## src/hw/rtl/pcfd_pkg.sv

```systemverilog
`timescale 1ns / 1ps
// ----------------------------------------------------------------------------
// pcfd_pkg
// Types and constants shared by the PWM frequency and duty meter.
// ----------------------------------------------------------------------------
package pcfd_pkg;

    localparam int STAMP_W     = 16;
    localparam int WRAP_W      = 16;
    localparam int CLOCK_W     = 28;
    localparam int FREQ_W      = 35;
    localparam int DUTY_W      = 7;
    localparam int FRAC_BITS   = 8;
    localparam int CFG_DATA_W  = 28;
    localparam int CFG_IDX_W   = 1;

    localparam logic [DUTY_W-1:0]  DUTY_MAX    = 7'd100;
    localparam logic [WRAP_W-1:0]  WRAP_RESET  = 16'd65535;
    localparam logic [CLOCK_W-1:0] CLOCK_RESET = 28'd8000000;

    typedef enum logic [CFG_IDX_W-1:0] {
        CFG_WRAP_PERIOD = 1'b0,
        CFG_CLOCK_HZ    = 1'b1
    } cfg_index_t;

    typedef struct packed {
        logic [STAMP_W-1:0] rising_stamp;
        logic [STAMP_W-1:0] falling_stamp;
    } capture_item_t;

    typedef struct packed {
        logic               measurement_done;
        logic [STAMP_W-1:0] period_ticks;
        logic [STAMP_W-1:0] high_ticks;
        logic [FREQ_W-1:0]  frequency_q8;
        logic [DUTY_W-1:0]  duty_percent;
        logic               duty_clipped;
    } result_item_t;

    typedef struct packed {
        logic busy;
        logic done;
    } div_status_t;

endpackage

```

## src/hw/rtl/pcfd_div.sv

```systemverilog
`timescale 1ns / 1ps
// ----------------------------------------------------------------------------
// pcfd_div
// Shared radix-2 restoring divider, one quotient bit per cycle.
// ----------------------------------------------------------------------------
module pcfd_div
    import pcfd_pkg::*;
#(
    parameter int NUM_W = 36,
    parameter int DEN_W = 16
)
(
    input  logic             clk,
    input  logic             rst_n,
    input  logic             start,
    input  logic [NUM_W-1:0] dividend,
    input  logic [DEN_W-1:0] divisor,
    output logic [NUM_W-1:0] quotient,
    output div_status_t      status
);

    localparam int CNT_W = $clog2(NUM_W + 1);

    logic [NUM_W-1:0] quo_reg;
    logic [DEN_W-1:0] rem_reg;
    logic [DEN_W-1:0] den_reg;
    logic [CNT_W-1:0] count_reg;
    logic             busy_reg;
    logic             done_reg;

    logic [DEN_W:0]   rem_sh;
    logic [DEN_W:0]   rem_sub;
    logic             fits;

    assign rem_sh  = {rem_reg, quo_reg[NUM_W-1]};
    assign rem_sub = rem_sh - {1'b0, den_reg};
    assign fits    = rem_sh >= {1'b0, den_reg};

    always_ff @(posedge clk or negedge rst_n)
    begin
        if (!rst_n)
        begin
            quo_reg   <= '0;
            rem_reg   <= '0;
            den_reg   <= '0;
            count_reg <= '0;
            busy_reg  <= 1'b0;
            done_reg  <= 1'b0;
        end
        else
        begin
            done_reg <= 1'b0;
            if (start)
            begin
                quo_reg   <= dividend;
                rem_reg   <= '0;
                den_reg   <= divisor;
                count_reg <= CNT_W'(NUM_W);
                busy_reg  <= 1'b1;
            end
            else if (busy_reg)
            begin
                rem_reg   <= fits ? rem_sub[DEN_W-1:0] : rem_sh[DEN_W-1:0];
                quo_reg   <= {quo_reg[NUM_W-2:0], fits};
                count_reg <= count_reg - CNT_W'(1);
                if (count_reg == CNT_W'(1))
                begin
                    busy_reg <= 1'b0;
                    done_reg <= 1'b1;
                end
            end
        end
    end

    assign quotient    = quo_reg;
    assign status.busy = busy_reg;
    assign status.done = done_reg;

    // remainder stays below the divisor while iterating
    a_rem_bound: assert property (@(posedge clk) disable iff (!rst_n)
        busy_reg |-> rem_reg < den_reg || den_reg == '0)
        else $error("divider remainder out of range");

    a_done_after_busy: assert property (@(posedge clk) disable iff (!rst_n)
        done_reg |-> $past(busy_reg))
        else $error("divider done without run");

    a_count_live: assert property (@(posedge clk) disable iff (!rst_n)
        busy_reg |-> count_reg != '0)
        else $error("divider count exhausted while busy");

endmodule

```

## src/hw/rtl/pwm_capture_freq_duty_meter.sv

```systemverilog
`timescale 1ns / 1ps
// ----------------------------------------------------------------------------
// pwm_capture_freq_duty_meter
// Capture-event PWM meter: period, high time, frequency (Q.8 Hz) and duty.
// ----------------------------------------------------------------------------
// channel   | signals                                   | direction
// capture   | capture_valid, capture_stall, capture     | in (stall out)
// result    | result_valid, result_stall, result        | out (stall in)
// config    | cfg_we, cfg_index, cfg_data               | in, write only
//
// Arming capture: straight to publish. Short period: both differences, then publish.
// Full measurement: both differences, multiply, duty and frequency divisions, publish,
// with the single shared divider running duty then frequency.
// capture_stall is high while an item is in work; one result item per capture.
// A finished result waits in the output register while the next item is taken.
// Reset: disarmed, held values zero, registers at defaults.
// ----------------------------------------------------------------------------
module pwm_capture_freq_duty_meter
    import pcfd_pkg::*;
#(
    parameter int COUNTER_BITS = 16
)
(
    input  logic                  clk,
    input  logic                  rst_n,
    input  logic                  capture_valid,
    output logic                  capture_stall,
    input  capture_item_t         capture,
    output logic                  result_valid,
    input  logic                  result_stall,
    output result_item_t          result,
    input  logic                  cfg_we,
    input  cfg_index_t            cfg_index,
    input  logic [CFG_DATA_W-1:0] cfg_data
);

    localparam int CB     = COUNTER_BITS;
    localparam int NUM_W  = (CB + DUTY_W > CLOCK_W + FRAC_BITS) ? CB + DUTY_W
                                                                : CLOCK_W + FRAC_BITS;
    localparam int DIFF_W = (CB > STAMP_W + 1) ? CB : STAMP_W + 1;

    typedef enum logic [2:0] {
        S_IDLE,
        S_DIFF_PER,
        S_DIFF_HI,
        S_MUL,
        S_DIV_DUTY,
        S_DIV_FREQ,
        S_PUBLISH
    } state_t;

    state_t              state_reg;
    logic [WRAP_W-1:0]   wrap_reg;
    logic [CLOCK_W-1:0]  clock_reg;
    logic [STAMP_W-1:0]  rise_reg;
    logic [STAMP_W-1:0]  fall_reg;
    logic [STAMP_W-1:0]  first_reg;
    logic                armed_reg;
    logic [CB-1:0]       per_reg;
    logic [CB-1:0]       hi_reg;
    logic [NUM_W-1:0]    prod_reg;
    logic [DUTY_W-1:0]   duty_reg;
    logic                clip_reg;
    logic [FREQ_W-1:0]   held_freq_reg;
    logic [DUTY_W-1:0]   held_duty_reg;
    logic                held_clip_reg;
    logic                done_flag_reg;
    logic                div_start_reg;
    result_item_t        result_reg;
    logic                result_valid_reg;

    logic [STAMP_W-1:0]  stamp_sel;
    logic [DIFF_W-1:0]   diff_full;
    logic [CB-1:0]       diff_val;
    logic [NUM_W-1:0]    div_dividend;
    logic [NUM_W-1:0]    div_quotient;
    div_status_t         div_stat;
    logic                take_capture;
    logic                out_free;

    assign take_capture = capture_valid && !capture_stall;
    assign out_free     = !result_valid_reg || !result_stall;

    // shared wrap-corrected difference
    assign stamp_sel = (state_reg == S_DIFF_HI) ? fall_reg : rise_reg;
    always_comb
    begin
        if (stamp_sel > first_reg)
            diff_full = DIFF_W'(stamp_sel) - DIFF_W'(first_reg);
        else
            diff_full = DIFF_W'(wrap_reg) - DIFF_W'(first_reg) + DIFF_W'(stamp_sel);
    end
    assign diff_val = diff_full[CB-1:0];

    assign div_dividend = (state_reg == S_DIV_FREQ)
                        ? NUM_W'({clock_reg, {FRAC_BITS{1'b0}}})
                        : prod_reg;

    pcfd_div #(
        .NUM_W (NUM_W),
        .DEN_W (CB)
    ) u_div (
        .clk      (clk),
        .rst_n    (rst_n),
        .start    (div_start_reg),
        .dividend (div_dividend),
        .divisor  (per_reg),
        .quotient (div_quotient),
        .status   (div_stat)
    );

    always_ff @(posedge clk or negedge rst_n)
    begin
        if (!rst_n)
        begin
            wrap_reg  <= WRAP_RESET;
            clock_reg <= CLOCK_RESET;
        end
        else if (cfg_we)
        begin
            case (cfg_index)
                CFG_WRAP_PERIOD: wrap_reg  <= cfg_data[WRAP_W-1:0];
                CFG_CLOCK_HZ:    clock_reg <= cfg_data[CLOCK_W-1:0];
                default:         ;
            endcase
        end
    end

    always_ff @(posedge clk or negedge rst_n)
    begin
        if (!rst_n)
        begin
            state_reg        <= S_IDLE;
            rise_reg         <= '0;
            fall_reg         <= '0;
            first_reg        <= '0;
            armed_reg        <= 1'b0;
            per_reg          <= '0;
            hi_reg           <= '0;
            prod_reg         <= '0;
            duty_reg         <= '0;
            clip_reg         <= 1'b0;
            held_freq_reg    <= '0;
            held_duty_reg    <= '0;
            held_clip_reg    <= 1'b0;
            done_flag_reg    <= 1'b0;
            div_start_reg    <= 1'b0;
            result_reg       <= '0;
            result_valid_reg <= 1'b0;
        end
        else
        begin
            div_start_reg <= 1'b0;
            if (result_valid_reg && !result_stall)
                result_valid_reg <= 1'b0;

            case (state_reg)
                S_IDLE:
                begin
                    if (take_capture)
                    begin
                        rise_reg      <= capture.rising_stamp;
                        fall_reg      <= capture.falling_stamp;
                        done_flag_reg <= 1'b0;
                        if (!armed_reg)
                        begin
                            first_reg <= capture.rising_stamp;
                            armed_reg <= 1'b1;
                            per_reg   <= '0;
                            hi_reg    <= '0;
                            state_reg <= S_PUBLISH;
                        end
                        else
                            state_reg <= S_DIFF_PER;
                    end
                end
                S_DIFF_PER:
                begin
                    per_reg   <= diff_val;
                    state_reg <= S_DIFF_HI;
                end
                S_DIFF_HI:
                begin
                    hi_reg <= diff_val;
                    if (per_reg > CB'(1))
                        state_reg <= S_MUL;
                    else
                        state_reg <= S_PUBLISH;
                end
                S_MUL:
                begin
                    prod_reg      <= NUM_W'(hi_reg) * NUM_W'(DUTY_MAX);
                    div_start_reg <= 1'b1;
                    state_reg     <= S_DIV_DUTY;
                end
                S_DIV_DUTY:
                begin
                    if (div_stat.done)
                    begin
                        if (div_quotient > NUM_W'(DUTY_MAX))
                        begin
                            duty_reg <= DUTY_MAX;
                            clip_reg <= 1'b1;
                        end
                        else
                        begin
                            duty_reg <= div_quotient[DUTY_W-1:0];
                            clip_reg <= 1'b0;
                        end
                        div_start_reg <= 1'b1;
                        state_reg     <= S_DIV_FREQ;
                    end
                end
                S_DIV_FREQ:
                begin
                    if (div_stat.done)
                    begin
                        held_freq_reg <= div_quotient[FREQ_W-1:0];
                        held_duty_reg <= duty_reg;
                        held_clip_reg <= clip_reg;
                        armed_reg     <= 1'b0;
                        done_flag_reg <= 1'b1;
                        state_reg     <= S_PUBLISH;
                    end
                end
                S_PUBLISH:
                begin
                    if (out_free)
                    begin
                        result_reg.measurement_done <= done_flag_reg;
                        result_reg.period_ticks     <= STAMP_W'(per_reg);
                        result_reg.high_ticks       <= STAMP_W'(hi_reg);
                        result_reg.frequency_q8     <= held_freq_reg;
                        result_reg.duty_percent     <= held_duty_reg;
                        result_reg.duty_clipped     <= held_clip_reg;
                        result_valid_reg            <= 1'b1;
                        state_reg                   <= S_IDLE;
                    end
                end
                default:
                    state_reg <= S_IDLE;
            endcase
        end
    end

    assign capture_stall = (state_reg != S_IDLE);
    assign result_valid  = result_valid_reg;
    assign result        = result_reg;

    a_done_needs_period: assert property (@(posedge clk) disable iff (!rst_n)
        (state_reg == S_PUBLISH && done_flag_reg) |-> per_reg > CB'(1))
        else $error("measurement completed with short period");

    a_duty_range: assert property (@(posedge clk) disable iff (!rst_n)
        held_duty_reg <= DUTY_MAX)
        else $error("held duty above limit");

    a_clip_saturates: assert property (@(posedge clk) disable iff (!rst_n)
        held_clip_reg |-> held_duty_reg == DUTY_MAX)
        else $error("clip flag without saturated duty");

    a_div_idle_on_start: assert property (@(posedge clk) disable iff (!rst_n)
        div_start_reg |-> !div_stat.busy)
        else $error("divider restarted while busy");

    a_disarm_on_done: assert property (@(posedge clk) disable iff (!rst_n)
        (state_reg == S_DIV_FREQ && div_stat.done) |=> !armed_reg)
        else $error("still armed after measurement");

endmodule
```

## config.mk

```make
export PLATFORM = sky130hd
export DESIGN_NAME = pwm_capture_freq_duty_meter
export DESIGN_NICKNAME = d
export VERILOG_FILES = /design/src/hw/rtl/pcfd_pkg.sv /design/src/hw/rtl/pcfd_div.sv /design/src/hw/rtl/pwm_capture_freq_duty_meter.sv
export SDC_FILE = /design/constraint.sdc
export NUM_CORES = 1
export LEC_CHECK = 0
export ABC_CLOCK_PERIOD_IN_PS = 4400
export BUFFER_PORTS_ARGS = -buffer_cell sky130_fd_sc_hd__buf_2
export CELL_PAD_IN_SITES_DETAIL_PLACEMENT = 2
export CELL_PAD_IN_SITES_GLOBAL_PLACEMENT = 2
export CORE_UTILIZATION = 36
export CTS_CLUSTER_SIZE = 24
export DETAILED_ROUTE_END_ITERATION = 10
export PLACE_DENSITY_LB_ADDON = 0.1
export SLEW_MARGIN = 10
export SYNTH_ARGS = -nofsm -noshare
export SYNTH_HDL_FRONTEND = slang
export SYNTH_SLANG_ARGS = --single-unit
```

## constraint.sdc

```tcl
create_clock -name clk -period 4.4 [get_ports clk]
set_input_delay 0.22 -clock clk [delete_from_list [all_inputs] [get_ports clk]]
set_output_delay 0.22 -clock clk [all_outputs]
set_load 0.05 [all_outputs]
```

==> run metrics, run 1 <==
post-synth top area share 44.0%; WHS Path Cells 3; largest net degree at the start of global routing 108; worst r2r dst hi_reg[5]$_DFFE_PN0P_; R2R Setup Slk ~0.25 ns; Num CTS Buffers 43; Post-synth EDFFs 0; layout net count 2,182; max reg flops 76; most frequent cells in the layout dfrtp_1 (330), mux2_2 (176), nand2_1 (168); Finish-stage setup viols 0; DRC violations left 0; register bit total from synthesis between 300 and 400; register area share after synthesis around 47%; I/O pin count between 100 and 150; FMAX 241 MHz; Critical Path Source Type register; vias after detailed routing 14,225; syn_area_per_cell approximately 11 um^2; post-synthesis xor/xnor area fraction 1.90%; htree depth 2; non-filler instance count after layout ~2,700; Bufs and invs on worst path 4; final worst-path cycle share 94.4%; clk_lat worst skew 0.61 ns; worst hold path type in2reg; Max Cap Viol 0; die area 0.0533 mm^2; post-DP HPWL ~42 mm; die width 231 um; CP max stage delay 0.52 ns; final wirelength approximately 58 mm; n_diodes 0; Worst path slowest cell or4_4; most common cell after layout, fill and taps aside dfrtp_1; Adder-Cell Fraction of Synth Area 9.74%; core area 0.0515 mm^2; gpl congestion 0.864; Crit path arrival time 4.61 ns; synth unique cells 67; global-route wire length before repair 93.1 mm; worst slew pin tran 1.18 ns; synthesized area between 0.015 and 0.02 mm^2; syn_nets just under 2,000; Max clock buf depth 3; Fin. Hold Viols 0; Ys Warns 0; Req. time, crit path 4.85 ns; status finished clean; worst-path maximum fanout 15; R2R cell count 15; Root Buffer clkbuf_16; cell family with most CP delay simple AND/OR/NAND/NOR gates; hold path endpoint result_valid$_DFF_PN0_; Avg WL per Cell 21.6 um; skew final 0.0198 ns; ys async rst share 100%; Synth Area in Compound Gates 11.9%; Vias/cell 5.27; register cell area after layout 0.00892 mm^2; number of global-route vias before repair 15,754; Die Y 231 um; WHS 0.0421 ns; worst slack, placed 0.170 ns; Synth Area in Simple Gates 10.9%; setup ws final 0.247 ns; ANT nets after route 0; Initial Util a little over a third; initial antenna violation count 1; largest family of logic cells by synthesized area multiplexers; Critical R2R Launch state_reg[0]$_DFFE_PN0P_; total grt overflow 0; synthesis-to-layout area growth 19.6%; ratio of cells with drive above 1 in the final layout 23.1%; Iteration-0 DRC Markers ~580; Placement Rows 83; Reg clk slew, reported paths 0.06 ns; Placed Cells 2,560; Hold Path Origin result_stall; postcts setup bufs 0; Syn Inst Count 1,787; Rel. slew slack 21.3%; critical path class reg2reg; prevailing post-synth register cell dfrtp_1; PortBufs 143; most area-hungry cell type in the Yosys netlist dfrtp_1; Area contributors post-synth dfrtp_1 (44%), mux2_2 (11%), ha_1 (6.8%); Pre-antenna DRT Iters 5; post-synthesis mux area share about an eighth; cell-by-cell trace of the critical path nor2_1 > and2_1 > buf_12 > mux2i_1 > inv_1 > ha_1 > nand2_1 > or4_4 > nor4_4 > a2111oi_2 > buf_4 > nor2_2 > buf_4 > mux2i_1 > o21ai_0; Final Critical Period 4.15 ns; TritonCTS clock tree yes; RSZ-0062 raised after global routing false; Multi-input gate area about 0.0091 mm^2; Worst setup EP type register; # fillers around 5,400; Fin Setup TNS 0 ns; CTS Sinks approximately 360; gr usage total 22.6%; final slew viol count 0
[cell usage after synthesis (21+ instances only)]
cell type and count:
mux2i_1 54, dfstp_2 23, inv_1 161, dfrtp_1 332, nand3_1 44, nor2b_1 27
nor3_1 21, ha_1 102, xnor2_1 23, clkbuf_1 70, mux2_2 176, a21oi_1 65
nor2_1 69, o21ai_0 132, nand4_1 21, nand2_1 169, a31oi_1 23, a211oi_1 35
fa_1 28
[how the worst max path moves through the flow]
stage                                   startpoint                       to  slack [ns]  cells past startpoint
after floorplan           state_reg[0]$_DFFE_PN0P_   hi_reg[14]$_DFFE_PN0P_       0.003                     16
after global placement    state_reg[0]$_DFFE_PN0P_  per_reg[14]$_DFFE_PN0P_        0.28                     13
after detailed placement  state_reg[0]$_DFFE_PN0P_   hi_reg[14]$_DFFE_PN0P_        0.17                     13
after CTS                 state_reg[0]$_DFFE_PN0P_   hi_reg[14]$_DFFE_PN0P_        0.09                     13
after global routing      state_reg[0]$_DFFE_PN0P_    hi_reg[3]$_DFFE_PN0P_        0.03                     15
final                     state_reg[0]$_DFFE_PN0P_    hi_reg[5]$_DFFE_PN0P_        0.25                     15
[routing by layer]
metal  wire (um)  up-vias  global-route usage, %
li1            -     6653                      -
met1       27600     7316                   30.7
met2       27900      182                   37.3
met3        1450       74                   2.87
met4        1450        0                   6.97
met5           0        -                      0
[worst min-delay path, delay by kind of cell]
family | cells | cell delay [ns]
buffers and inverters | 1 | 0.08
and+or+nand+nor | 2 | 0.30
[cells by family after synthesis]
kind of cell	after synthesis
flip-flops	355
AND/OR/NAND/NOR	427
buffers and inverters	245
multiplexers	230
AO/OA/AOI/OAI	359
XOR/XNOR	41
adder cells (fa/ha/maj)	130
[final cells by class]
cell class | instances | share of cell area [%]
clock inverter | 14 | 0.848
tap | 680 | 3.77
inverter | 161 | 2.68
multi-input combinational | 1187 | 40.2
clock buffer | 66 | 5.77
sequential | 355 | 39.5
timing repair buffer | 238 | 7.22
[what timing repair did]
item,4_1_cts,5_1_grt
hold buffers,61,0
hold endpoints to repair,190,0
endpoints found under the setup margin,0,9
gates resized for setup,0,2
[stage by stage]
stage / area [um^2] / util (%)
after global placement: 20500 / 39.7
after global routing: 22600 / 43.8
after CTS: 22600 / 43.8
after detailed placement: 20500 / 39.7
final: 22600 / 43.8
after floorplan: 18900 / -
Power of run 1 is not shown: default switching activity piles up to over one toggle a cycle in this logic, so the estimate is an artifact.
==> run 2, diff against run 1 <==
--- a/config.mk
+++ b/config.mk
@@ -13,6 +13,7 @@
 export CTS_CLUSTER_SIZE = 24
 export DETAILED_ROUTE_END_ITERATION = 10
 export PLACE_DENSITY_LB_ADDON = 0.1
+export RECOVER_POWER = 50
 export SLEW_MARGIN = 10
 export SYNTH_ARGS = -nofsm -noshare
 export SYNTH_HDL_FRONTEND = slang
==> run metrics, run 2 (synthesis results as in run 1) <==
status complete, but fails checks; violated checks max-capacitance violations, max-slew violations; final wirelength 58.5 mm; CP max stage delay approximately 0.52 ns; CTS Sinks 355; critical path class reg2reg; ANT nets after route 0; Rel. slew slack -77.5%; DRC violations left 0; die area 0.0533 mm^2; ratio of cells with drive above 1 in the final layout about a fifth; Initial Util 36.6%; final slew viol count around 140; gr usage total about 23%; number of global-route vias before repair 15,754; die width around 230 um; FMAX 242 MHz; Bufs and invs on worst path 4; Worst path slowest cell or4_4; final worst-path cycle share 93.9%; most frequent cells in the layout dfrtp_1 (330), mux2_2 (176), nand2_1 (168); core area 0.0515 mm^2; PortBufs about 140; Reg clk slew, reported paths approximately 0.060 ns; TritonCTS clock tree yes; worst-path maximum fanout 15; R2R Setup Slk 0.27 ns; Fin Setup TNS 0 ns; Critical Path Source Type register; synthesis-to-layout area growth 19.1%; Num CTS Buffers between 40 and 50; Hold Path Origin result_stall; global-route wire length before repair between 90 and 100 mm; RSZ-0062 raised after global routing false; Vias/cell between 5 and 6; Worst setup EP type register; Fin. Hold Viols 0; total grt overflow 0; gpl congestion 0.864; layout net count 2,182; worst slew pin tran 2.66 ns; initial antenna violation count 1; postcts setup bufs 0; clk_lat worst skew 0.60 ns; Max Cap Viol 2; htree depth 2; hold path endpoint result_valid$_DFF_PN0_; Critical R2R Launch state_reg[0]$_DFFE_PN0P_; I/O pin count 144; Root Buffer clkbuf_16; Avg WL per Cell between 20 and 25 um; WHS Path Cells 3; skew final 0.0189 ns; Placement Rows 83; Final Critical Period 4.13 ns; Finish-stage setup viols 0; Crit path arrival time 4.59 ns; n_diodes 0; Die Y 231 um; cell-by-cell trace of the critical path nor2_1 > and2_1 > buf_12 > mux2i_1 > inv_1 > ha_1 > nand2_1 > or4_4 > nor4_4 > a2111oi_2 > buf_4 > nor2_2 > buf_4 > mux2i_1 > o21ai_0; worst hold path type in2reg; Max clock buf depth 3; vias after detailed routing 14,252; post-DP HPWL 42.4 mm; cell family with most CP delay simple AND/OR/NAND/NOR gates; worst r2r dst hi_reg[5]$_DFFE_PN0P_; max reg flops 76; Iteration-0 DRC Markers between 500 and 600; Pre-antenna DRT Iters 4; Req. time, crit path 4.85 ns; largest net degree at the start of global routing 108; R2R cell count 15; most common cell after layout, fill and taps aside dfrtp_1
==> run 2: cell count changes in the layout (fill, tap and decap cells not counted) <==
| cell | delta |
|---|---|
| dfstp_1 | +1 |
| buf_8 | -1 |
| clkbuf_2 | +2 |
| buf_4 | -3 |
| clkbuf_1 | +55 |
| dfstp_2 | -1 |
| clkbuf_4 | +1 |
| buf_12 | -1 |
| buf_2 | -53 |
==> run 2: worst reg2reg max path, delay by kind of cell, from the launching register on <==
kind,cells,cell delay [ns]
AOI/OAI and AO/OA,2,0.21
buffers and inverters,4,0.75
and+or+nand+nor,6,1.66
adders and majority gates,1,0.41
DFF,1,0.38
muxes,2,0.56
==> run 2: layout make-up <==
cell class | count | area, um^2
fillers | 5436 | 29000
multi-input cells | 1187 | 9070
flip-flops and latches | 355 | 8920
repair buffers | 238 | 1530
clock buffers | 66 | 1300
well taps | 680 | 851
inverters | 161 | 604
clock inverters | 14 | 191
==> run 2: what timing repair did <==
action | CTS | global route
endpoints found under the hold margin | 190 | 0
endpoints found under the setup margin | 0 | 9
hold buffers | 61 | 0
gates resized for setup | 0 | 2
==> run 2: worst max path at each step <==
stage | from | endpoint | slack (ns) | cells past startpoint
after detailed placement | state_reg[0]$_DFFE_PN0P_ | hi_reg[14]$_DFFE_PN0P_ | 0.17 | 13
after CTS | state_reg[0]$_DFFE_PN0P_ | hi_reg[14]$_DFFE_PN0P_ | 0.09 | 13
after floorplan | state_reg[0]$_DFFE_PN0P_ | hi_reg[14]$_DFFE_PN0P_ | 0.003 | 16
after global placement | state_reg[0]$_DFFE_PN0P_ | per_reg[14]$_DFFE_PN0P_ | 0.28 | 13
final | state_reg[0]$_DFFE_PN0P_ | hi_reg[5]$_DFFE_PN0P_ | 0.27 | 15
after global routing | state_reg[0]$_DFFE_PN0P_ | hi_reg[3]$_DFFE_PN0P_ | 0.03 | 15
==> run 2: per-stage QoR <==
step | cell area (um^2) | setup slack (ns) | std cells | hold slack, ns | utilization (%)
after global placement | 20500 | 0.283 | 2560 | 0.346 | 39.7
after CTS | 22600 | 0.0869 | 2701 | 0.0103 | 43.8
after detailed placement | 20500 | 0.170 | 2560 | 0.344 | 39.7
after floorplan | 18900 | 0.00344 | 1787 | -0.0756 | -
final | 22500 | 0.267 | 2701 | 0.0411 | 43.6
after global routing | 22500 | 0.0291 | 2701 | 0.0569 | 43.6
==> run 2: per-layer routing <==
| metal | up-vias | routed length, um | global-route usage [%] |
|---|---|---|---|
| met3 | 76 | 1690 | 2.87 |
| li1 | 6656 | - | - |
| met5 | - | 0 | 0 |
| met1 | 7326 | 27400 | 30.7 |
| met4 | 0 | 1480 | 6.97 |
| met2 | 194 | 27900 | 37.3 |
Power of run 2 is left out for the same reason.
